### src/rtl/core/srfp_pkg.sv
// ----------------------------------------------------------------------------
// srfp_pkg
// Shared constants, types and helper functions for the scan raster frame
// PSNR block.
// ----------------------------------------------------------------------------
`default_nettype none

package srfp_pkg;

    // bitmap geometry
    localparam int ROWS       = 400;
    localparam int COLS       = 600;
    localparam int CENTER_ROW = 300;
    localparam int CENTER_COL = 200;
    localparam int NPIX       = ROWS * COLS;
    localparam int ADDR_W     = $clog2(NPIX);
    localparam int CNT_W      = $clog2(NPIX + 1);
    localparam int ROW_W      = $clog2(ROWS);
    localparam int COL_W      = $clog2(COLS);

    // field widths
    localparam int RANGE_W = 16;
    localparam int SCALE_W = 8;
    localparam int ANGLE_W = 27;
    localparam int PSNR_W  = 14;
    localparam int DIFF_W  = 18;
    localparam int CFG_W   = 27;

    // register indexes
    localparam logic [1:0] REG_SCALE       = 2'd0;
    localparam logic [1:0] REG_ANGLE_START = 2'd1;
    localparam logic [1:0] REG_ANGLE_STEP  = 2'd2;
    localparam logic [SCALE_W-1:0] SCALE_RESET = 8'd40;

    // angle arithmetic, Q24 radians
    localparam logic [32:0] TWO_PI_Q24  = 33'd105414357;
    localparam logic [27:0] HALF_PI_Q24 = 28'd26353589;
    localparam logic [27:0] QTR_PI_Q24  = 28'(26353589 / 2);
    // 21 turns minus 2^31: lifts any signed 32-bit angle to a positive value
    localparam logic [32:0] MOD_BIAS    = 33'(64'd21 * 64'd105414357 - 64'd2147483648);
    localparam int          MOD_STEPS   = 6;

    localparam logic [30:0] Q30_ONE   = 31'h4000_0000;
    localparam int          SIN_TERMS = 4;
    localparam int          COS_TERMS = 5;

    localparam logic [31:0] RCP_72 = 32'(64'h1_0000_0000 / 72);
    localparam logic [31:0] RCP_42 = 32'(64'h1_0000_0000 / 42);
    localparam logic [31:0] RCP_20 = 32'(64'h1_0000_0000 / 20);
    localparam logic [31:0] RCP_6  = 32'(64'h1_0000_0000 / 6);
    localparam logic [31:0] RCP_90 = 32'(64'h1_0000_0000 / 90);
    localparam logic [31:0] RCP_56 = 32'(64'h1_0000_0000 / 56);
    localparam logic [31:0] RCP_30 = 32'(64'h1_0000_0000 / 30);
    localparam logic [31:0] RCP_12 = 32'(64'h1_0000_0000 / 12);
    localparam logic [31:0] RCP_2  = 32'(64'h1_0000_0000 / 2);

    // 10*log10(2) in Q32 = 3*2^32 + C_LO
    localparam logic [25:0] C_LO     = 26'd44237977;
    localparam logic [13:0] PSNR_MAX = 14'd16383;

    typedef enum logic [3:0] {
        PT_IDLE, PT_MOD, PT_RED, PT_SQ, PT_DIVM, PT_DIVC, PT_MULR, PT_SINF,
        PT_PROJC, PT_PROJS, PT_PIX
    } pt_state_t;

    typedef enum logic [2:0] {
        PS_IDLE, PS_NORM, PS_SQ, PS_SUB, PS_MUL, PS_ADD
    } ps_state_t;

    typedef enum logic [2:0] {
        ST_CLEAR, ST_IDLE, ST_PT, ST_RMW, ST_PSTART, ST_PWAIT, ST_OUT, ST_COPY
    } top_state_t;

    typedef struct packed {
        logic               start;
        logic [RANGE_W-1:0] range;
        logic [SCALE_W-1:0] scale;
        logic [31:0]        theta;
    } pt_cmd_t;

    typedef struct packed {
        logic              done;
        logic              hit;
        logic [ADDR_W-1:0] idx;
    } pt_status_t;

    typedef struct packed {
        logic              start;
        logic [DIFF_W-1:0] diff;
    } ps_cmd_t;

    typedef struct packed {
        logic              done;
        logic [PSNR_W-1:0] psnr;
    } ps_status_t;

    // Taylor divisors: chain 0 is sine, chain 1 cosine
    function automatic logic [6:0] term_div(input logic chain, input logic [2:0] term);
        logic [6:0] d;
        case ({chain, term})
            4'b0_000: d = 7'd72;
            4'b0_001: d = 7'd42;
            4'b0_010: d = 7'd20;
            4'b0_011: d = 7'd6;
            4'b1_000: d = 7'd90;
            4'b1_001: d = 7'd56;
            4'b1_010: d = 7'd30;
            4'b1_011: d = 7'd12;
            4'b1_100: d = 7'd2;
            default:  d = 7'd2;
        endcase
        return d;
    endfunction

    function automatic logic [31:0] term_rcp(input logic chain, input logic [2:0] term);
        logic [31:0] r;
        case ({chain, term})
            4'b0_000: r = RCP_72;
            4'b0_001: r = RCP_42;
            4'b0_010: r = RCP_20;
            4'b0_011: r = RCP_6;
            4'b1_000: r = RCP_90;
            4'b1_001: r = RCP_56;
            4'b1_010: r = RCP_30;
            4'b1_011: r = RCP_12;
            4'b1_100: r = RCP_2;
            default:  r = RCP_2;
        endcase
        return r;
    endfunction

    // log2 in Q24 of a constant, evaluated at elaboration
    function automatic logic [28:0] log2_q24_const(input logic [31:0] v);
        int          k;
        logic [63:0] m;
        logic [28:0] res;
        k = 0;
        for (int i = 0; i < 31; i++) begin
            if (v[i]) begin
                k = i;
            end
        end
        m   = 64'(v) << (30 - k);
        res = 29'(k) << 24;
        for (int i = 23; i >= 0; i--) begin
            m = (m * m) >> 30;
            if (m >= 64'h8000_0000) begin
                m      = m >> 1;
                res[i] = 1'b1;
            end
        end
        return res;
    endfunction

    localparam logic [28:0] LOG2_NPIX = log2_q24_const(32'(NPIX));

endpackage

`default_nettype wire

### src/rtl/core/srfp_psnr.sv
// ----------------------------------------------------------------------------
// srfp_psnr
// Iterative log2 of the difference count and scaling to PSNR in Q6.8 dB.
// ----------------------------------------------------------------------------
`default_nettype none

module srfp_psnr (
    input  wire logic              clk,
    input  wire logic              rst_n,
    input  wire srfp_pkg::ps_cmd_t cmd,
    output srfp_pkg::ps_status_t   status
);

    srfp_pkg::ps_state_t state_reg, state_next;
    logic [4:0]  cnt_reg, cnt_next;
    logic        done_reg, done_next;

    logic [30:0] m_reg, m_next;
    logic [4:0]  k_reg, k_next;
    logic [23:0] frac_reg, frac_next;
    logic [28:0] x_reg, x_next;
    logic [54:0] lo_reg, lo_next;
    logic [30:0] x3_reg, x3_next;
    logic [13:0] psnr_reg, psnr_next;

    logic [31:0] mul_a, mul_b;
    logic [63:0] mul_p;
    logic [31:0] sq;
    logic [28:0] ld;
    logic [63:0] p_sum;

    assign mul_p = mul_a * mul_b;
    assign sq    = mul_p[61:30];
    assign ld    = {k_reg, frac_reg};
    assign p_sum = 64'(lo_reg) + {1'b0, x3_reg, 32'b0} + (64'd1 << 47);

    always_comb
    begin
        case (state_reg)
            srfp_pkg::PS_SQ:
            begin
                mul_a = {1'b0, m_reg};
                mul_b = {1'b0, m_reg};
            end
            srfp_pkg::PS_MUL:
            begin
                mul_a = {3'b0, x_reg};
                mul_b = {6'b0, srfp_pkg::C_LO};
            end
            default:
            begin
                mul_a = '0;
                mul_b = '0;
            end
        endcase
    end

    always_comb
    begin
        state_next = state_reg;
        cnt_next   = cnt_reg;
        done_next  = 1'b0;
        m_next     = m_reg;
        k_next     = k_reg;
        frac_next  = frac_reg;
        x_next     = x_reg;
        lo_next    = lo_reg;
        x3_next    = x3_reg;
        psnr_next  = psnr_reg;
        case (state_reg)
            srfp_pkg::PS_IDLE:
            begin
                if (cmd.start)
                begin
                    if (cmd.diff == '0)
                    begin
                        psnr_next = '0;
                        done_next = 1'b1;
                    end
                    else
                    begin
                        m_next     = 31'(cmd.diff);
                        k_next     = 5'd30;
                        frac_next  = '0;
                        state_next = srfp_pkg::PS_NORM;
                    end
                end
            end
            srfp_pkg::PS_NORM:
            begin
                // one bit of leading-one search per cycle
                if (m_reg[30])
                begin
                    cnt_next   = 5'd23;
                    state_next = srfp_pkg::PS_SQ;
                end
                else
                begin
                    m_next = {m_reg[29:0], 1'b0};
                    k_next = k_reg - 5'd1;
                end
            end
            srfp_pkg::PS_SQ:
            begin
                if (sq[31])
                begin
                    m_next             = sq[31:1];
                    frac_next[cnt_reg] = 1'b1;
                end
                else
                begin
                    m_next = sq[30:0];
                end
                if (cnt_reg == 5'd0)
                begin
                    state_next = srfp_pkg::PS_SUB;
                end
                else
                begin
                    cnt_next = cnt_reg - 5'd1;
                end
            end
            srfp_pkg::PS_SUB:
            begin
                if (ld >= srfp_pkg::LOG2_NPIX)
                begin
                    psnr_next  = '0;
                    done_next  = 1'b1;
                    state_next = srfp_pkg::PS_IDLE;
                end
                else
                begin
                    x_next     = srfp_pkg::LOG2_NPIX - ld;
                    state_next = srfp_pkg::PS_MUL;
                end
            end
            srfp_pkg::PS_MUL:
            begin
                lo_next    = mul_p[54:0];
                x3_next    = {2'b0, x_reg} + {1'b0, x_reg, 1'b0};
                state_next = srfp_pkg::PS_ADD;
            end
            srfp_pkg::PS_ADD:
            begin
                if (p_sum[63:48] > 16'(srfp_pkg::PSNR_MAX))
                begin
                    psnr_next = srfp_pkg::PSNR_MAX;
                end
                else
                begin
                    psnr_next = p_sum[61:48];
                end
                done_next  = 1'b1;
                state_next = srfp_pkg::PS_IDLE;
            end
            default:
            begin
                state_next = srfp_pkg::PS_IDLE;
            end
        endcase
    end

    always_ff @(posedge clk or negedge rst_n)
    begin
        if (!rst_n)
        begin
            state_reg <= srfp_pkg::PS_IDLE;
            cnt_reg   <= '0;
            done_reg  <= 1'b0;
        end
        else
        begin
            state_reg <= state_next;
            cnt_reg   <= cnt_next;
            done_reg  <= done_next;
        end
    end

    always_ff @(posedge clk)
    begin
        m_reg    <= m_next;
        k_reg    <= k_next;
        frac_reg <= frac_next;
        x_reg    <= x_next;
        lo_reg   <= lo_next;
        x3_reg   <= x3_next;
        psnr_reg <= psnr_next;
    end

    assign status.done = done_reg;
    assign status.psnr = psnr_reg;

endmodule

`default_nettype wire

### config.mk
export PLATFORM = sky130hd
export DESIGN_NAME = srfp_psnr
export DESIGN_NICKNAME = d
export VERILOG_FILES = /design/src/rtl/core/srfp_pkg.sv /design/src/rtl/core/srfp_psnr.sv
export SDC_FILE = /design/constraint.sdc
export NUM_CORES = 2
export LEC_CHECK = 0
export ABC_CLOCK_PERIOD_IN_PS = 20100
export BUFFER_PORTS_ARGS = -buffer_cell sky130_fd_sc_hd__buf_4
export CORE_ASPECT_RATIO = 0.5
export CORE_UTILIZATION = 55
export CTS_BUF_LIST = sky130_fd_sc_hd__clkbuf_4
export CTS_CLUSTER_SIZE = 20
export DETAILED_ROUTE_END_ITERATION = 7
export HOLD_SLACK_MARGIN = 0.03
export PLACE_DENSITY = 0.72
export REMOVE_ABC_BUFFERS = 1
export SYNTH_ARGS = -nofsm -noshare
export SYNTH_HDL_FRONTEND = slang
export SYNTH_SLANG_ARGS = --single-unit
### constraint.sdc
create_clock -name clk -period 20.1 [get_ports clk]
set_input_delay 2.01 -clock clk [delete_from_list [all_inputs] [get_ports clk]]
set_output_delay 2.01 -clock clk [all_outputs]
set_load 0.005 [all_outputs]
Word-level counts from Yosys, hierarchy flattened

Cells that the tools add are included.
W data, S select, Z words.

Register bits after elaboration: 198
Bits in latches: 0
Bits in writable memories: 0
ROM bits: 0
Input bits: 21
Word-level logic and storage cells: 90
Memories kept: 0

Add/subtract/negate cells: 6
Multiply operators: 1
Divide/modulo/power cells: 0
Order comparisons: 4
Eq/ne operators: 14
Shift operators: 0
Muxes and demuxes: 35
Bitwise operators: 2
Reduce and logical (&&, ||, !) cells: 17

Operator list:

| cell                     | number |
|---|---|
| $mux W31                 | 4 |
| $pmux W31 S2             | 2 |
| $pmux W31 S3             | 1 |
| $mux W24                 | 3 |
| $add A55 B63 Y64         | 1 |
| $add A64 B48 Y64 const B | 1 |
| $mul A32 B32 Y62         | 1 |
| $mux W14                 | 4 |
| $pmux W24 S2             | 1 |
| $pmux W14 S3             | 1 |
| $add A29 B30 Y31         | 1 |
| $ge A29 B29 Y1 const B   | 1 |
| $sub A29 B29 Y29 const A | 1 |
| $mux W5                  | 5 |
| $or A24 B24 Y24          | 1 |
| $pmux W5 S2              | 2 |
| $reduce_and A4 Y1        | 5 |
| $logic_not A18 Y1        | 1 |
| $ne A2 B2 Y1 const B     | 9 |
| $gt A16 B14 Y1 const B   | 1 |
| $mux W3                  | 5 |
| $pmux W3 S5              | 1 |
| $sub A5 B1 Y5 const B    | 2 |
| $eq A3 B2 Y1 const B     | 2 |
| 15 further kinds         | 23 |

Logic depth before layout (Yosys ltp)

Depth after elaboration: 7
Mapped depth: 39
Mapped depth without buffers: 35

Worst setup path before layout

Ideal clock, no wire load.

Path kind: reg-to-reg
Start: reg state_reg[1]
End: reg frac_reg[0], enable pin
Data arrival time: 11.344 ns
Required time: 19.672 ns
Setup slack: 8.328 ns
Cell stages (with the launch flop): 33
Cell sequence: dfrtp_1 -> buf_1 -> nand2b_1 -> clkbuf_1 -> nor2_1 -> clkbuf_1 -> clkbuf_1 -> nand2_1 -> nand2_1 -> nand2_1 -> fa_1 -> fa_1 -> inv_1 -> fa_1 -> fa_1 -> fa_1 -> fa_1 -> fa_1 -> inv_1 -> fa_1 -> inv_1 -> ha_1 -> nand2_1 -> o21ai_0 -> a41o_1 -> a2bb2oi_1 -> o21ai_2 -> a21oi_2 -> o21ai_2 -> a311oi_4 -> xnor2_1 -> buf_4 -> a2111oi_2

Word-level cells in the longest chain between the ends: 5

RTL lines:

| element                                      | line                             | source |
|---|---|---|
| from (decl)                                  | srfp_psnr.sv:14                  | `srfp_pkg::ps_state_t state_reg, state_next;` |
| from (signal assigned)                       | srfp_psnr.sv:167                 | `state_reg <= srfp_pkg::PS_IDLE;` |
| from (signal assigned)                       | srfp_psnr.sv:173                 | `state_reg <= state_next;` |
| $eq A3 B3 Y1 or $eq A3 B2 Y1 (tied branches) | srfp_psnr.sv:39, srfp_psnr.sv:70 |  |
| $pmux W31 S2                                 | srfp_psnr.sv:39                  | `case (state_reg)` |
| $mul A32 B32 Y62                             | srfp_psnr.sv:32                  | `assign mul_p = mul_a * mul_b;` |
| $ne A2 B2 Y1 (no line)                       | --                               |  |
| $reduce_and A4 Y1 (no line) *                | --                               |  |
| to (signal assigned)                         | srfp_psnr.sv:183                 | `frac_reg <= frac_next;` |
| to (decl)                                    | srfp_psnr.sv:20                  | `logic [23:0] frac_reg, frac_next;` |

Every way passes the cells marked *; elsewhere a longest branch is shown, timed or not.
A chain may end at the register's enable or synchronous reset.

Worst setup path after layout

Start: reg state_reg[1]
End: reg frac_reg[1], enable pin

The elaborated chain is that of the path after synthesis.

==> out/metrics.yaml <==
status:
  outcome: "finished clean"
timing:
  rsz0062_at_grt: "false"
  layout_min_cycle_time_ps: 12230
  finalClockSkew_ps: 23.05
  hold_slack_ps: 558.1
  period_share_pct: 60.85
  tightest_slew_ps: 1271
  tns_ps: 0
  setup_viol: 0
  max_slew_margin_pct: 14.75
  final_hold_viol_count: 0
  max_freq_mhz: 81.76
  slew_viol_final: 0
  setup_slack_ps: 7869
route:
  vias: 30360
  drtIter0Drc: 3285
  finalWirelength_mm: 127.7
  dr.pass1.iters: 6
  drc: 0
  ant_nets: 0
  wl_per_cell_um: 24.84
  viasPerCell: 5.906
synth:
  yosysWarnings: 0
  ys_ff_latch: 166
  synth.distinct_cells: 72
  syn_inst: 4202
  syn-cell-area_um2: 38640
  synth_edf_count: 157
  synth_top_cell_area_share_pct: 43.31
  async_reset_ff_share_pct: 5.422
  synth_top_area_cell: "fa_1"
  synth_area_per_cell_um2: 9.195
  synthFlopType: "edfxtp_1"
  synthTopCellsByArea: "fa_1 43%, edfxtp_1 12%, ha_1 11%"
  ys_seq_area_share_pct: 12.78
power_and_ir_drop:
  peakVddDrop_mv: 0.07178
  total_power_mw: 3.397
  p_leak_nw: 20.58
  internal_power_mw: 1.372
  p_seq_share_pct: 18.0
  p_per_area_nw_per_um2: 83.84
  p_sw_mw: 2.025
  swShare_pct: 59.62
  p_clk_share_pct: 5.6
  p_comb_share_pct: 76.4
clock_network:
  cts_resized: 0
  cts_sinks: 166
  cts_root_buf: "clkbuf_4"
  cts_tree: "done"
  h-tree-depth: 4
  clockBufferDepth: 2
  clock_latency_ps: 590
  postCtsSetupRepairBufs: 0
  clkSlewWorstSetupHoldPaths_ps: 150
  cts_hold_buf: 0
  cts_buffers: 17
finish:
  layout-drive-gt1-share_pct: 4.511
  fin_cells: 5140
  multi_input_area_um2: 29500
  mostFrequentLayoutCell: "inv_1"
  layout_common_cells: "973 x inv_1, 836 x fa_1, 518 x nand2_1"
  final_util_pct: 58.50
  area_growth_pct: 4.857
  n_fill_cell: 6015
  post-route-cell-area_um2: 40520
  nets: 5366
  register_area_um2: 4940
floorplanning:
  die-area_um2: 71380
  initial_utilization_pct: 55.79
  core_area_um2: 69260
  die_w_um: 376.8
  ioPinCount: 36
  chipHeight_um: 189.4
  rows: 68
worst_setup_path:
  path_class: "register to register"
  max_stage_delay_ps: 970
  cp_slowest_cell: "a22o_1"
  required_ps: 20360
  crit_arrival_ps: 12490
  r2r_setup_slack_ps: 7870
  start_kind: "register"
  crit_path_frequent_cell: "fa_1"
  crit_path_end_kind: "register"
  critPathMaxFanout: 62
grt:
  overflow: 0
  grt_usage_pct: 37.18
  antenna_found_initial: 6
  grt_first_pass_wirelength_mm: 193.4
  grt_pass1_vias: 31800
  grt_max_degree: 117
placement:
  dp_slack_ps: 8219
  dp.cells: 5103
  hpwlAfterDp_mm: 99.77
  numPortBuffers: 35
  placed_cell_area_um2: 40230
  gp_congestion: 1.023
job:
  drv_cap: 0
min_path:
  worstHoldPathType: "register to register"
[final cells by class]
type / count / area share, %
antenna: 5 / 0.03088
timing repair buffer: 120 / 2.254
clock inverter: 15 / 0.3459
tap: 945 / 2.918
sequential: 166 / 12.19
inverter: 986 / 9.135
clock buffer: 17 / 0.3150
multi-input combinational: 2886 / 72.81
[cells by family after synthesis]
family	share of synthesized area [%]
XOR/XNOR	2.264
AO/OA/AOI/OAI	6.707
flip-flops	12.78
multiplexers	0.07772
adder cells (fa/ha/maj)	54.07
buffers and inverters	11.22
AND/OR/NAND/NOR	12.88
[synthesized netlist by cell type (all sizes together) (11+ instances only)]
master / n
o21ai: 60
o21bai: 11
and3: 18
a221o: 12
a21oi: 154
nand2: 518
o211ai: 12
and2: 25
nand2b: 14
xor2: 43
a31oi: 11
clkinv: 13
buf: 16
edfxtp: 157
nor3: 24
ha: 332
inv: 973
clkbuf: 148
a22oi: 12
a21o: 67
nor2: 510
nand4: 18
xnor2: 56
nand3: 43
fa: 836
[final timing paths]
kind,from,endpoint,depth (start not counted)
setup / recovery,state_reg[1],frac_reg[1],29
hold / removal,cnt_reg[0],cnt_reg[0],1
setup reg to reg,state_reg[1],frac_reg[1],29
hold reg to reg,cnt_reg[0],cnt_reg[0],1
max in group asynchronous,rst_n,state_reg[0],1
min in group asynchronous,rst_n,cnt_reg[2],1
[worst max-delay path, delay by kind of cell (launching register included)]
kind	cells	cell delay, ps
XOR/XNOR	1	90
AND/OR/NAND/NOR	3	980
adder cells (fa/ha/maj)	9	4360
flip-flops	1	690
buffers and inverters	6	2240
AO/OA/AOI/OAI	10	3500
[power groups by stage]
stage	clock, mW	sequential, mW	combinational, mW
detailed placement	0	0.614	2.48
floorplan	0	0.582	1.49
global placement	0	0.611	2.45
global route	0.205	0.621	2.77
CTS	0.194	0.607	2.51
finish	0.192	0.612	2.59
[per-layer routing]
layer	GRT usage (%)	routed length (um)	vias to the layer above
met5	0	183	-
met4	18.31	7953	8
met3	11.81	18120	504
met2	56.21	55180	2000
met1	48.55	46260	15170
li1	-	-	12680
No activity file was read; power rests on OpenSTA's default activity.
