==> src/rtl/core/srfp_pkg.sv <==
// ----------------------------------------------------------------------------
// srfp_pkg
// Shared constants, types and helper functions for the scan raster frame
// PSNR block.
// ----------------------------------------------------------------------------
`default_nettype none

package srfp_pkg;

    // bitmap geometry
    localparam int ROWS       = 400;
    localparam int COLS       = 600;
    localparam int CENTER_ROW = 300;
    localparam int CENTER_COL = 200;
    localparam int NPIX       = ROWS * COLS;
    localparam int ADDR_W     = $clog2(NPIX);
    localparam int CNT_W      = $clog2(NPIX + 1);
    localparam int ROW_W      = $clog2(ROWS);
    localparam int COL_W      = $clog2(COLS);

    // field widths
    localparam int RANGE_W = 16;
    localparam int SCALE_W = 8;
    localparam int ANGLE_W = 27;
    localparam int PSNR_W  = 14;
    localparam int DIFF_W  = 18;
    localparam int CFG_W   = 27;

    // register indexes
    localparam logic [1:0] REG_SCALE       = 2'd0;
    localparam logic [1:0] REG_ANGLE_START = 2'd1;
    localparam logic [1:0] REG_ANGLE_STEP  = 2'd2;
    localparam logic [SCALE_W-1:0] SCALE_RESET = 8'd40;

    // angle arithmetic, Q24 radians
    localparam logic [32:0] TWO_PI_Q24  = 33'd105414357;
    localparam logic [27:0] HALF_PI_Q24 = 28'd26353589;
    localparam logic [27:0] QTR_PI_Q24  = 28'(26353589 / 2);
    // 21 turns minus 2^31: lifts any signed 32-bit angle to a positive value
    localparam logic [32:0] MOD_BIAS    = 33'(64'd21 * 64'd105414357 - 64'd2147483648);
    localparam int          MOD_STEPS   = 6;

    localparam logic [30:0] Q30_ONE   = 31'h4000_0000;
    localparam int          SIN_TERMS = 4;
    localparam int          COS_TERMS = 5;

    localparam logic [31:0] RCP_72 = 32'(64'h1_0000_0000 / 72);
    localparam logic [31:0] RCP_42 = 32'(64'h1_0000_0000 / 42);
    localparam logic [31:0] RCP_20 = 32'(64'h1_0000_0000 / 20);
    localparam logic [31:0] RCP_6  = 32'(64'h1_0000_0000 / 6);
    localparam logic [31:0] RCP_90 = 32'(64'h1_0000_0000 / 90);
    localparam logic [31:0] RCP_56 = 32'(64'h1_0000_0000 / 56);
    localparam logic [31:0] RCP_30 = 32'(64'h1_0000_0000 / 30);
    localparam logic [31:0] RCP_12 = 32'(64'h1_0000_0000 / 12);
    localparam logic [31:0] RCP_2  = 32'(64'h1_0000_0000 / 2);

    // 10*log10(2) in Q32 = 3*2^32 + C_LO
    localparam logic [25:0] C_LO     = 26'd44237977;
    localparam logic [13:0] PSNR_MAX = 14'd16383;

    typedef enum logic [3:0] {
        PT_IDLE, PT_MOD, PT_RED, PT_SQ, PT_DIVM, PT_DIVC, PT_MULR, PT_SINF,
        PT_PROJC, PT_PROJS, PT_PIX
    } pt_state_t;

    typedef enum logic [2:0] {
        PS_IDLE, PS_NORM, PS_SQ, PS_SUB, PS_MUL, PS_ADD
    } ps_state_t;

    typedef enum logic [2:0] {
        ST_CLEAR, ST_IDLE, ST_PT, ST_RMW, ST_PSTART, ST_PWAIT, ST_OUT, ST_COPY
    } top_state_t;

    typedef struct packed {
        logic               start;
        logic [RANGE_W-1:0] range;
        logic [SCALE_W-1:0] scale;
        logic [31:0]        theta;
    } pt_cmd_t;

    typedef struct packed {
        logic              done;
        logic              hit;
        logic [ADDR_W-1:0] idx;
    } pt_status_t;

    typedef struct packed {
        logic              start;
        logic [DIFF_W-1:0] diff;
    } ps_cmd_t;

    typedef struct packed {
        logic              done;
        logic [PSNR_W-1:0] psnr;
    } ps_status_t;

    // Taylor divisors: chain 0 is sine, chain 1 cosine
    function automatic logic [6:0] term_div(input logic chain, input logic [2:0] term);
        logic [6:0] d;
        case ({chain, term})
            4'b0_000: d = 7'd72;
            4'b0_001: d = 7'd42;
            4'b0_010: d = 7'd20;
            4'b0_011: d = 7'd6;
            4'b1_000: d = 7'd90;
            4'b1_001: d = 7'd56;
            4'b1_010: d = 7'd30;
            4'b1_011: d = 7'd12;
            4'b1_100: d = 7'd2;
            default:  d = 7'd2;
        endcase
        return d;
    endfunction

    function automatic logic [31:0] term_rcp(input logic chain, input logic [2:0] term);
        logic [31:0] r;
        case ({chain, term})
            4'b0_000: r = RCP_72;
            4'b0_001: r = RCP_42;
            4'b0_010: r = RCP_20;
            4'b0_011: r = RCP_6;
            4'b1_000: r = RCP_90;
            4'b1_001: r = RCP_56;
            4'b1_010: r = RCP_30;
            4'b1_011: r = RCP_12;
            4'b1_100: r = RCP_2;
            default:  r = RCP_2;
        endcase
        return r;
    endfunction

    // log2 in Q24 of a constant, evaluated at elaboration
    function automatic logic [28:0] log2_q24_const(input logic [31:0] v);
        int          k;
        logic [63:0] m;
        logic [28:0] res;
        k = 0;
        for (int i = 0; i < 31; i++) begin
            if (v[i]) begin
                k = i;
            end
        end
        m   = 64'(v) << (30 - k);
        res = 29'(k) << 24;
        for (int i = 23; i >= 0; i--) begin
            m = (m * m) >> 30;
            if (m >= 64'h8000_0000) begin
                m      = m >> 1;
                res[i] = 1'b1;
            end
        end
        return res;
    endfunction

    localparam logic [28:0] LOG2_NPIX = log2_q24_const(32'(NPIX));

endpackage

`default_nettype wire

==> src/rtl/core/srfp_point.sv <==
// ----------------------------------------------------------------------------
// srfp_point
// Projects one range sample to a pixel index: angle reduction, Taylor
// sine/cosine on a shared multiplier, projection and bounds check.
// ----------------------------------------------------------------------------
`default_nettype none

module srfp_point (
    input  wire logic                clk,
    input  wire logic                rst_n,
    input  wire srfp_pkg::pt_cmd_t   cmd,
    output srfp_pkg::pt_status_t     status
);

    srfp_pkg::pt_state_t state_reg, state_next;
    logic [2:0]  cnt_reg, cnt_next;
    logic        chain_reg, chain_next;
    logic        done_reg, done_next;

    logic [32:0] sum_reg, sum_next;
    logic [29:0] rq_reg, rq_next;
    logic        neg_reg, neg_next;
    logic [1:0]  quad_reg, quad_next;
    logic [29:0] r2_reg, r2_next;
    logic [30:0] x_reg, x_next;
    logic [31:0] q0_reg, q0_next;
    logic [30:0] acc_reg, acc_next;
    logic [30:0] srm_reg, srm_next;
    logic [23:0] prod_reg, prod_next;
    logic [15:0] pc_reg, pc_next;
    logic [15:0] ps_reg, ps_next;
    logic        hit_reg, hit_next;
    logic [srfp_pkg::ADDR_W-1:0] idx_reg, idx_next;

    logic [31:0] mul_a, mul_b;
    logic [63:0] mul_p;

    logic [26:0] t_red;
    logic [27:0] tt_red;
    logic [27:0] khp;
    logic [2:0]  k_red;
    logic signed [27:0] r_red;
    logic [27:0] mag_red;

    logic [6:0]  div_d;
    logic [38:0] qd;
    logic [31:0] rem;
    logic [31:0] q_fix;
    logic [2:0]  last_term;

    logic [30:0] smag, cmag;
    logic        sneg, cneg;

    logic signed [17:0] row_s, col_s;
    logic [srfp_pkg::ADDR_W-1:0] row_a, col_a;
    logic        in_bounds;

    assign mul_p = mul_a * mul_b;

    // quadrant mapping of the reduced sine/cosine
    always_comb
    begin
        case (quad_reg)
            2'd0:
            begin
                smag = srm_reg; sneg = neg_reg;  cmag = acc_reg; cneg = 1'b0;
            end
            2'd1:
            begin
                smag = acc_reg; sneg = 1'b0;     cmag = srm_reg; cneg = !neg_reg;
            end
            2'd2:
            begin
                smag = srm_reg; sneg = !neg_reg; cmag = acc_reg; cneg = 1'b1;
            end
            default:
            begin
                smag = acc_reg; sneg = 1'b1;     cmag = srm_reg; cneg = neg_reg;
            end
        endcase
    end

    always_comb
    begin
        case (state_reg)
            srfp_pkg::PT_SQ:
            begin
                mul_a = {2'b0, rq_reg};
                mul_b = {2'b0, rq_reg};
            end
            srfp_pkg::PT_DIVM:
            begin
                mul_a = {1'b0, x_reg};
                mul_b = srfp_pkg::term_rcp(chain_reg, cnt_reg);
            end
            srfp_pkg::PT_MULR:
            begin
                mul_a = {2'b0, r2_reg};
                mul_b = {1'b0, acc_reg};
            end
            srfp_pkg::PT_SINF:
            begin
                mul_a = {2'b0, rq_reg};
                mul_b = {1'b0, acc_reg};
            end
            srfp_pkg::PT_PROJC:
            begin
                mul_a = {8'b0, prod_reg};
                mul_b = {1'b0, cmag};
            end
            srfp_pkg::PT_PROJS:
            begin
                mul_a = {8'b0, prod_reg};
                mul_b = {1'b0, smag};
            end
            default:
            begin
                mul_a = '0;
                mul_b = '0;
            end
        endcase
    end

    // angle reduction to an offset from the nearest multiple of pi/2
    always_comb
    begin
        t_red  = sum_reg[26:0];
        tt_red = {1'b0, t_red} + srfp_pkg::QTR_PI_Q24;
        if (tt_red >= 28'(4 * srfp_pkg::HALF_PI_Q24))
        begin
            k_red = 3'd4;
        end
        else if (tt_red >= 28'(3 * srfp_pkg::HALF_PI_Q24))
        begin
            k_red = 3'd3;
        end
        else if (tt_red >= 28'(2 * srfp_pkg::HALF_PI_Q24))
        begin
            k_red = 3'd2;
        end
        else if (tt_red >= srfp_pkg::HALF_PI_Q24)
        begin
            k_red = 3'd1;
        end
        else
        begin
            k_red = 3'd0;
        end
        case (k_red)
            3'd1:    khp = srfp_pkg::HALF_PI_Q24;
            3'd2:    khp = 28'(2 * srfp_pkg::HALF_PI_Q24);
            3'd3:    khp = 28'(3 * srfp_pkg::HALF_PI_Q24);
            3'd4:    khp = 28'(4 * srfp_pkg::HALF_PI_Q24);
            default: khp = '0;
        endcase
        r_red   = $signed({1'b0, t_red}) - $signed(khp);
        mag_red = r_red[27] ? 28'(-r_red) : 28'(r_red);
    end

    // reciprocal division correction
    always_comb
    begin
        div_d     = srfp_pkg::term_div(chain_reg, cnt_reg);
        qd        = q0_reg * div_d;
        rem       = {1'b0, x_reg} - qd[31:0];
        q_fix     = q0_reg + ((rem >= {25'b0, div_d}) ? 32'd1 : 32'd0);
        last_term = chain_reg ? 3'(srfp_pkg::COS_TERMS - 1) : 3'(srfp_pkg::SIN_TERMS - 1);
    end

    always_comb
    begin
        row_s = cneg ? 18'(srfp_pkg::CENTER_ROW) + $signed({2'b0, pc_reg})
                     : 18'(srfp_pkg::CENTER_ROW) - $signed({2'b0, pc_reg});
        col_s = sneg ? 18'(srfp_pkg::CENTER_COL) + $signed({2'b0, ps_reg})
                     : 18'(srfp_pkg::CENTER_COL) - $signed({2'b0, ps_reg});
        in_bounds = (row_s > 18'sd0) && (col_s > 18'sd0)
                 && (row_s < $signed(18'(srfp_pkg::ROWS)))
                 && (col_s < $signed(18'(srfp_pkg::COLS)));
        row_a = srfp_pkg::ADDR_W'(row_s[srfp_pkg::ROW_W-1:0]);
        col_a = srfp_pkg::ADDR_W'(col_s[srfp_pkg::COL_W-1:0]);
    end

    always_comb
    begin
        state_next = state_reg;
        cnt_next   = cnt_reg;
        chain_next = chain_reg;
        done_next  = 1'b0;
        sum_next   = sum_reg;
        rq_next    = rq_reg;
        neg_next   = neg_reg;
        quad_next  = quad_reg;
        r2_next    = r2_reg;
        x_next     = x_reg;
        q0_next    = q0_reg;
        acc_next   = acc_reg;
        srm_next   = srm_reg;
        prod_next  = prod_reg;
        pc_next    = pc_reg;
        ps_next    = ps_reg;
        hit_next   = hit_reg;
        idx_next   = idx_reg;
        case (state_reg)
            srfp_pkg::PT_IDLE:
            begin
                if (cmd.start)
                begin
                    sum_next   = {1'b0, cmd.theta ^ 32'h8000_0000} + srfp_pkg::MOD_BIAS;
                    prod_next  = cmd.scale * cmd.range;
                    cnt_next   = 3'(srfp_pkg::MOD_STEPS - 1);
                    state_next = srfp_pkg::PT_MOD;
                end
            end
            srfp_pkg::PT_MOD:
            begin
                if (sum_reg >= (srfp_pkg::TWO_PI_Q24 << cnt_reg))
                begin
                    sum_next = sum_reg - (srfp_pkg::TWO_PI_Q24 << cnt_reg);
                end
                if (cnt_reg == 3'd0)
                begin
                    state_next = srfp_pkg::PT_RED;
                end
                else
                begin
                    cnt_next = cnt_reg - 3'd1;
                end
            end
            srfp_pkg::PT_RED:
            begin
                rq_next    = {mag_red[23:0], 6'b0};
                neg_next   = r_red[27];
                quad_next  = k_red[1:0];
                state_next = srfp_pkg::PT_SQ;
            end
            srfp_pkg::PT_SQ:
            begin
                r2_next    = mul_p[59:30];
                x_next     = {1'b0, mul_p[59:30]};
                chain_next = 1'b0;
                cnt_next   = 3'd0;
                state_next = srfp_pkg::PT_DIVM;
            end
            srfp_pkg::PT_DIVM:
            begin
                q0_next    = mul_p[63:32];
                state_next = srfp_pkg::PT_DIVC;
            end
            srfp_pkg::PT_DIVC:
            begin
                acc_next = srfp_pkg::Q30_ONE - q_fix[30:0];
                if (cnt_reg != last_term)
                begin
                    state_next = srfp_pkg::PT_MULR;
                end
                else if (!chain_reg)
                begin
                    state_next = srfp_pkg::PT_SINF;
                end
                else
                begin
                    state_next = srfp_pkg::PT_PROJC;
                end
            end
            srfp_pkg::PT_MULR:
            begin
                x_next     = mul_p[60:30];
                cnt_next   = cnt_reg + 3'd1;
                state_next = srfp_pkg::PT_DIVM;
            end
            srfp_pkg::PT_SINF:
            begin
                srm_next   = mul_p[60:30];
                x_next     = {1'b0, r2_reg};
                chain_next = 1'b1;
                cnt_next   = 3'd0;
                state_next = srfp_pkg::PT_DIVM;
            end
            srfp_pkg::PT_PROJC:
            begin
                pc_next    = mul_p[53:38];
                state_next = srfp_pkg::PT_PROJS;
            end
            srfp_pkg::PT_PROJS:
            begin
                ps_next    = mul_p[53:38];
                state_next = srfp_pkg::PT_PIX;
            end
            srfp_pkg::PT_PIX:
            begin
                hit_next   = in_bounds;
                idx_next   = row_a * srfp_pkg::ADDR_W'(srfp_pkg::COLS) + col_a;
                done_next  = 1'b1;
                state_next = srfp_pkg::PT_IDLE;
            end
            default:
            begin
                state_next = srfp_pkg::PT_IDLE;
            end
        endcase
    end

    always_ff @(posedge clk or negedge rst_n)
    begin
        if (!rst_n)
        begin
            state_reg <= srfp_pkg::PT_IDLE;
            cnt_reg   <= '0;
            chain_reg <= 1'b0;
            done_reg  <= 1'b0;
        end
        else
        begin
            state_reg <= state_next;
            cnt_reg   <= cnt_next;
            chain_reg <= chain_next;
            done_reg  <= done_next;
        end
    end

    always_ff @(posedge clk)
    begin
        sum_reg  <= sum_next;
        rq_reg   <= rq_next;
        neg_reg  <= neg_next;
        quad_reg <= quad_next;
        r2_reg   <= r2_next;
        x_reg    <= x_next;
        q0_reg   <= q0_next;
        acc_reg  <= acc_next;
        srm_reg  <= srm_next;
        prod_reg <= prod_next;
        pc_reg   <= pc_next;
        ps_reg   <= ps_next;
        hit_reg  <= hit_next;
        idx_reg  <= idx_next;
    end

    assign status.done = done_reg;
    assign status.hit  = hit_reg;
    assign status.idx  = idx_reg;

endmodule

`default_nettype wire

==> config.mk <==
export PLATFORM = sky130hd
export DESIGN_NAME = srfp_point
export DESIGN_NICKNAME = d
export VERILOG_FILES = /design/src/rtl/core/srfp_pkg.sv /design/src/rtl/core/srfp_point.sv
export SDC_FILE = /design/constraint.sdc
export NUM_CORES = 2
export LEC_CHECK = 0
export ABC_AREA = 1
export BUFFER_PORTS_ARGS = -buffer_cell sky130_fd_sc_hd__buf_4
export CAP_MARGIN = 20
export CORE_MARGIN = 10
export CORE_UTILIZATION = 50
export CTS_BUF_LIST = sky130_fd_sc_hd__clkbuf_8
export DETAILED_ROUTE_END_ITERATION = 7
export HOLD_SLACK_MARGIN = 0.1
export MAX_ROUTING_LAYER = met4
export PLACE_DENSITY = 0.68
export SYNTH_ARGS = -nofsm -noshare
export SYNTH_HDL_FRONTEND = slang
export SYNTH_SLANG_ARGS = --single-unit
==> constraint.sdc <==
create_clock -name clk -period 9.25 [get_ports clk]
set_clock_uncertainty 0.1 [all_clocks]
set_input_delay 0.4625 -clock clk [delete_from_list [all_inputs] [get_ports clk]]
set_output_delay 0.4625 -clock clk [all_outputs]
set_load 0.01 [all_outputs]
Word-level counts from Yosys, hierarchy flattened
Memory sizes are Yosys's and may differ from the RTL's.
Index checks and enable logic that the tools add are counted.
Widths: inputs -> output; s select.
{"block": "word_totals", "mem_bits_ro": 592, "in_bits": 59, "wordCells": 122, "memories": 2, "register_bits": 299}
{"block": "op_classes", "reduce_logical": 20, "magnitude_cmp": 10, "shifts": 1, "muxes": 30, "n_eq_ne": 21, "n_addsub": 15, "n_mul": 4, "bitwise_logic": 1}
{"name": "(no name shown)", "words": 16, "word_bits": 31, "rd": 1, "rd_ports_with_merged_regs": 0, "write_ports": 0, "line_no": "srfp_pkg.sv:117", "rtl": "case ({chain, term})"}
{"name": "(no name shown)", "words": 16, "word_bits": 6, "rd": 1, "rd_ports_with_merged_regs": 0, "write_ports": 0, "line_no": "srfp_pkg.sv:100", "rtl": "case ({chain, term})"}
{"operator": "$pmux 32 s5", "n": 1}
{"operator": "$pmux 31 s4", "n": 1}
{"operator": "$pmux 27 s4", "n": 1}
{"operator": "$pmux 31 s3", "n": 1}
{"operator": "$mux 33", "n": 2}
{"operator": "$pmux 33 s2", "n": 1}
{"operator": "$mul 32x32->64", "n": 1}
{"operator": "$mux 31", "n": 2}
{"operator": "$ge 28x27->1 const B", "n": 2}
{"operator": "$gt 18x1->1 const B", "n": 2}
{"operator": "$mux 18", "n": 2}
{"operator": "$add 32x26->33 const B", "n": 1}
{"operator": "$ge 33x33->1", "n": 1}
{"operator": "$shl 27x3->33 const A", "n": 1}
{"operator": "$sub 33x33->33", "n": 1}
{"operator": "$ge 32x7->1", "n": 1}
{"operator": "$mul 32x7->32", "n": 1}
{"operator": "$pmux 4 s8", "n": 1}
{"operator": "$sub 31x32->32", "n": 1}
{"operator": "$add 31x1->31", "n": 1}
{"operator": "$sub 31x31->31 const A", "n": 1}
{"operator": "$add 27x24->28 const B", "n": 1}
{"operator": "$ge 28x25->1 const B", "n": 1}
{"operator": "$ge 28x26->1 const B", "n": 1}
{"operator": "45 further kinds", "n": 73}

Longest topological paths before layout
{"block": "depth", "word_depth": 11, "depth_mapped": 47, "depth_no_buf": 46}

Least setup slack after synthesis
OpenSTA, ideal clock, no wires.
{"block": "synth_timing", "path_kind": "register to register", "from": "register state_reg[3]", "to": "register x_reg[22], data pin", "arrival_ns": 8.376, "path_slack_ns": 0.519, "required_ns": 8.895, "period_less_slack_ns": 8.731, "stages_incl_launch_ff": 37, "path_cell_list": "dfrtp_1 inv_2 nand2_4 nor2_8 buf_1 nand2_1 nand4_1 clkbuf_1 nand2_1 fa_1 fa_1 inv_1 fa_1 inv_1 fa_1 inv_1 fa_1 fa_1 fa_1 inv_1 fa_1 inv_1 ha_1 nand2_1 nor2_1 inv_1 nor2_1 inv_1 nor2_1 nand4_1 o21ai_1 nand3_1 nand2_1 xnor2_1 nand2_1 o21ai_0 inv_1"}
{"block": "synth_via", "elab_chain_cells": 5, "elab_cells_between_ends": 13, "cone_classes": "mul (1); eq/ne (6); mux (3); reduce/logical (3)"}
{"element": "from (decl)", "line_no": "srfp_point.sv:15", "rtl": "srfp_pkg::pt_state_t state_reg, state_next;"}
{"element": "from (signal assigned)", "line_no": "srfp_point.sv:307", "rtl": "state_reg <= srfp_pkg::PT_IDLE;"}
{"element": "from (signal assigned)", "line_no": "srfp_point.sv:314", "rtl": "state_reg <= state_next;"}
{"element": "$eq 4x3->1 (tied with other cells)", "line_no": "srfp_point.sv:85, srfp_point.sv:203"}
{"element": "$reduce_or 2->1 (no line)"}
{"element": "$pmux 32 s5 or $pmux 31 s4 (tied branches)", "line_no": "srfp_point.sv:85", "rtl": "case (state_reg)"}
{"element": "$mul 32x32->64", "line_no": "srfp_point.sv:58", "rtl": "assign mul_p = mul_a * mul_b;"}
{"element": "$pmux 31 s3 (*)", "line_no": "srfp_point.sv:203", "rtl": "case (state_reg)"}
{"element": "net x_next[22]", "line_no": "srfp_point.sv:25", "rtl": "logic [30:0] x_reg, x_next;"}
{"element": "to (signal assigned)", "line_no": "srfp_point.sv:328", "rtl": "x_reg <= x_next;"}
{"element": "to (decl)", "line_no": "srfp_point.sv:25"}
Mark *: on every way through the listed nets, which the timed path passes. The rest lies on a longest branch.
A chain may end at the register's enable or synchronous reset.

Final worst setup path
{"block": "layout_timing", "from": "register cnt_reg[0]", "to": "register q0_reg[30], data pin"}
{"block": "layout_via", "elab_chain_cells": 3}
{"element": "from (decl)", "line_no": "srfp_point.sv:16", "rtl": "logic [2:0] cnt_reg, cnt_next;"}
{"element": "from (signal assigned)", "line_no": "srfp_point.sv:315", "rtl": "cnt_reg <= cnt_next;"}
{"element": "$mem_v2 16x31"}
{"element": "$pmux 32 s5", "line_no": "srfp_point.sv:85"}
{"element": "$mul 32x32->64", "line_no": "srfp_point.sv:58"}
{"element": "net mul_p[62]", "line_no": "srfp_point.sv:36", "rtl": "logic [63:0] mul_p;"}
{"element": "to (signal assigned)", "line_no": "srfp_point.sv:329", "rtl": "q0_reg <= q0_next;"}
{"element": "to (decl)", "line_no": "srfp_point.sv:26", "rtl": "logic [31:0] q0_reg, q0_next;"}
The timed path passes the listed nets, and every way through them passes these cells.

==> run metrics <==
Final Hold Viols=0; synth unique cells=81; vias=56,000; area post-placement=70,300 sq um; Async SR Flop Fraction=0.0302; CTS buffer count=47; Place WS=-0.368 ns; Synth Area in Compound Gates=0.0773; post-route cell area=72,200 sq um; Post-Synth Simple-Gate Area=0.190; R2R depth=37; Worst EP required=9.54 ns; root buf cell=clkbuf_8; ratio of cells with drive above 1 in the final layout=0.0914; Data arrival, critical path=9.26 ns; TritonRoute pass-1 iters=6; startpoint types=flip-flop; flop2flop setup slack=0.27 ns; DRT antenna net count=0; Hold Path Sink=sum_reg[26]; CP most frequent cell=buf_4; initial antenna violation count=2; CTS tree=built; status=completed; clock period minus final worst setup slack=8.98 ns; Synth Warn #=0; CP Capture Type=flip-flop; First DRT Iteration DRCs=5,227; syn nets=9,934; clk sinks=298; H-tree depth=2; largest family of logic cells by synthesized area=adder cells; synthesized area=65,100 sq um; f_max=0.111 GHz; multiplexer share of the synthesized area=0.000461; Post-synth EDFFs=289; number of synthesized register bits=298; core area=129,000 sq um; clock transition at the registers of the reported paths=0.07 ns; largest net degree at the start of global routing=53; CP peak stage delay=0.63 ns; most numerous cell in the Yosys netlist=inv_1; adder-cell share of the synthesized area=0.437; synthesized instance count=8,257; type of the worst min-delay path=primary input to flip-flop; number of core rows=132; Crit-path slowest cell=fa_2; grt ovf=0; final setup fails=0; Slew Limit Fails=0; worst setup margin=0.273 ns; final layout net count=10,200; die width=381 um; total track usage=0.310; CP max FO=18; Setup TNS Final=0 ns; Max Cap Viol=0; Worst R2R Start=cnt_reg[0]; area grow syn2layout=10.8%; I/O Buffers=78; Max clock buf depth=3; XOR/XNOR Fraction of Synth Area=0.0284; vias in the first global route=55,800; Avg Cell Area, Syn=7.89 sq um; final period utilization=0.971; hold path depth=4; Synth top cells by count=1,933 x inv_1, 1,754 x nand2_1, 1,094 x fa_1; Crit Path Category=flip-flop to flip-flop; HP Start=cmd[26]; post-synthesis sequential area ratio=0.137; Initial Util=0.503; final RePlAce weighted congestion=1.01; vias per cell=5.42; Routed WL=221,000 um; Wirelength per Cell=21.4 um; Final Util=0.557; die area=145,000 sq um; Rel. slew slack=0.443; Worst-Margin Slew=0.827 ns; area share of the largest cell type after synthesis=0.336; DPL Wire Length=185,000 um; num ports=79; Reg2Reg Capture Point=q0_reg[30]; clk_lat worst skew=0.68 ns; DIE HEIGHT=381 um; Primary FF master, synth=edfxtp_1; max reg flops=33; leading area contributor after synthesis=fa_1; dominant cells by area after synthesis=fa_1 34%, edfxtp_1 13%, inv_1 11%, nand2_1 10%, ha_1 10%; global-route wire length before repair=337,000 um; # DRC=0
==> cells in the final DEF, fill, tap and decap left out, types with 35 or more instances in the layout <==
cell and count:
inv_1 1931, nand2_1 1751, fa_1 1092, nor2_1 823
ha_1 521, buf_4 416, a21oi_1 343, edfxtp_1 289
o21ai_0 268, nand3_1 196, xor2_1 137, nand4_1 65
nor3_1 53, xnor2_1 53, clkbuf_8 49, buf_12 48
inv_2 35, nor2_2 35
==> kinds of logic after synthesis <==
group,Yosys count
AO/OA/AOI/OAI,873
XOR/XNOR,201
adder cells (fa/ha/maj),1618
buffers and inverters,2229
flip-flops,298
multiplexers,3
other,1
AND/OR/NAND/NOR,3034
==> worst max-delay path, delay by kind of cell (launching register included) <==
| kind | cells | cell delay [ns] |
|---|---|---|
| simple gates | 7 | 0.98 |
| buf+inv | 15 | 2.10 |
| compound gates | 4 | 0.51 |
| xor+xnor | 1 | 0.19 |
| fa+ha+maj | 10 | 4.37 |
| flops | 1 | 0.40 |
==> per-layer routing <==
metal | global-route usage | vias to the layer above | share of wire
met3 | 0.0457 | 362 | 0.085
met1 | 0.428 | 27700 | 0.43
met4 | 0.106 | 0 | 0.043
met5 | - | - | 0
met2 | 0.465 | 2331 | 0.44
li1 | - | 25600 | -
==> through the flow <==
| step | std cells | hold WS, ns |
|---|---|---|
| finish | 10300 | 0.166 |
| global route | 10300 | 0.160 |
| CTS | 10300 | 0.109 |
| detailed placement | 10200 | 0.200 |
| global placement | 10200 | 0.198 |
| floorplan | 8257 | 0.0669 |
==> area by class of cell <==
| class | count | area [sq um] |
|---|---|---|
| Fill cell | 12300 | 57300 |
| Multi-Input combinational cell | 5730 | 48200 |
| Sequential cell | 298 | 8910 |
| Inverter | 1977 | 7460 |
| Timing Repair Buffer | 498 | 4460 |
| Tap cell | 1742 | 2180 |
| Clock buffer | 49 | 674 |
| Clock inverter | 37 | 312 |
| Antenna cell | 4 | 10.0 |
==> worst max path at each step <==
stage,startpoint,endpoint,slack (ns)
after floorplan,state_reg[3],x_reg[22],0.52
after global placement,cnt_reg[0],x_reg[2],-0.35
after detailed placement,cnt_reg[0],x_reg[2],-0.37
after CTS,cnt_reg[0],x_reg[2],0.03
after global routing,cnt_reg[0],srm_reg[22],-0.03
final,cnt_reg[0],q0_reg[30],0.27
==> repair_timing <==
action	4_1_cts	5_1_grt
endpoints found under the setup margin	62	149
pin swaps	0	12
hold buffers	23	0
setup buffers	0	25
cloned	0	1
endpoints found under the hold margin	27	0
gates resized for setup	11	103
Power is left out: the tool's default activity adds up to more than one toggle a clock period on the data nets, which glitch-free logic cannot reach.
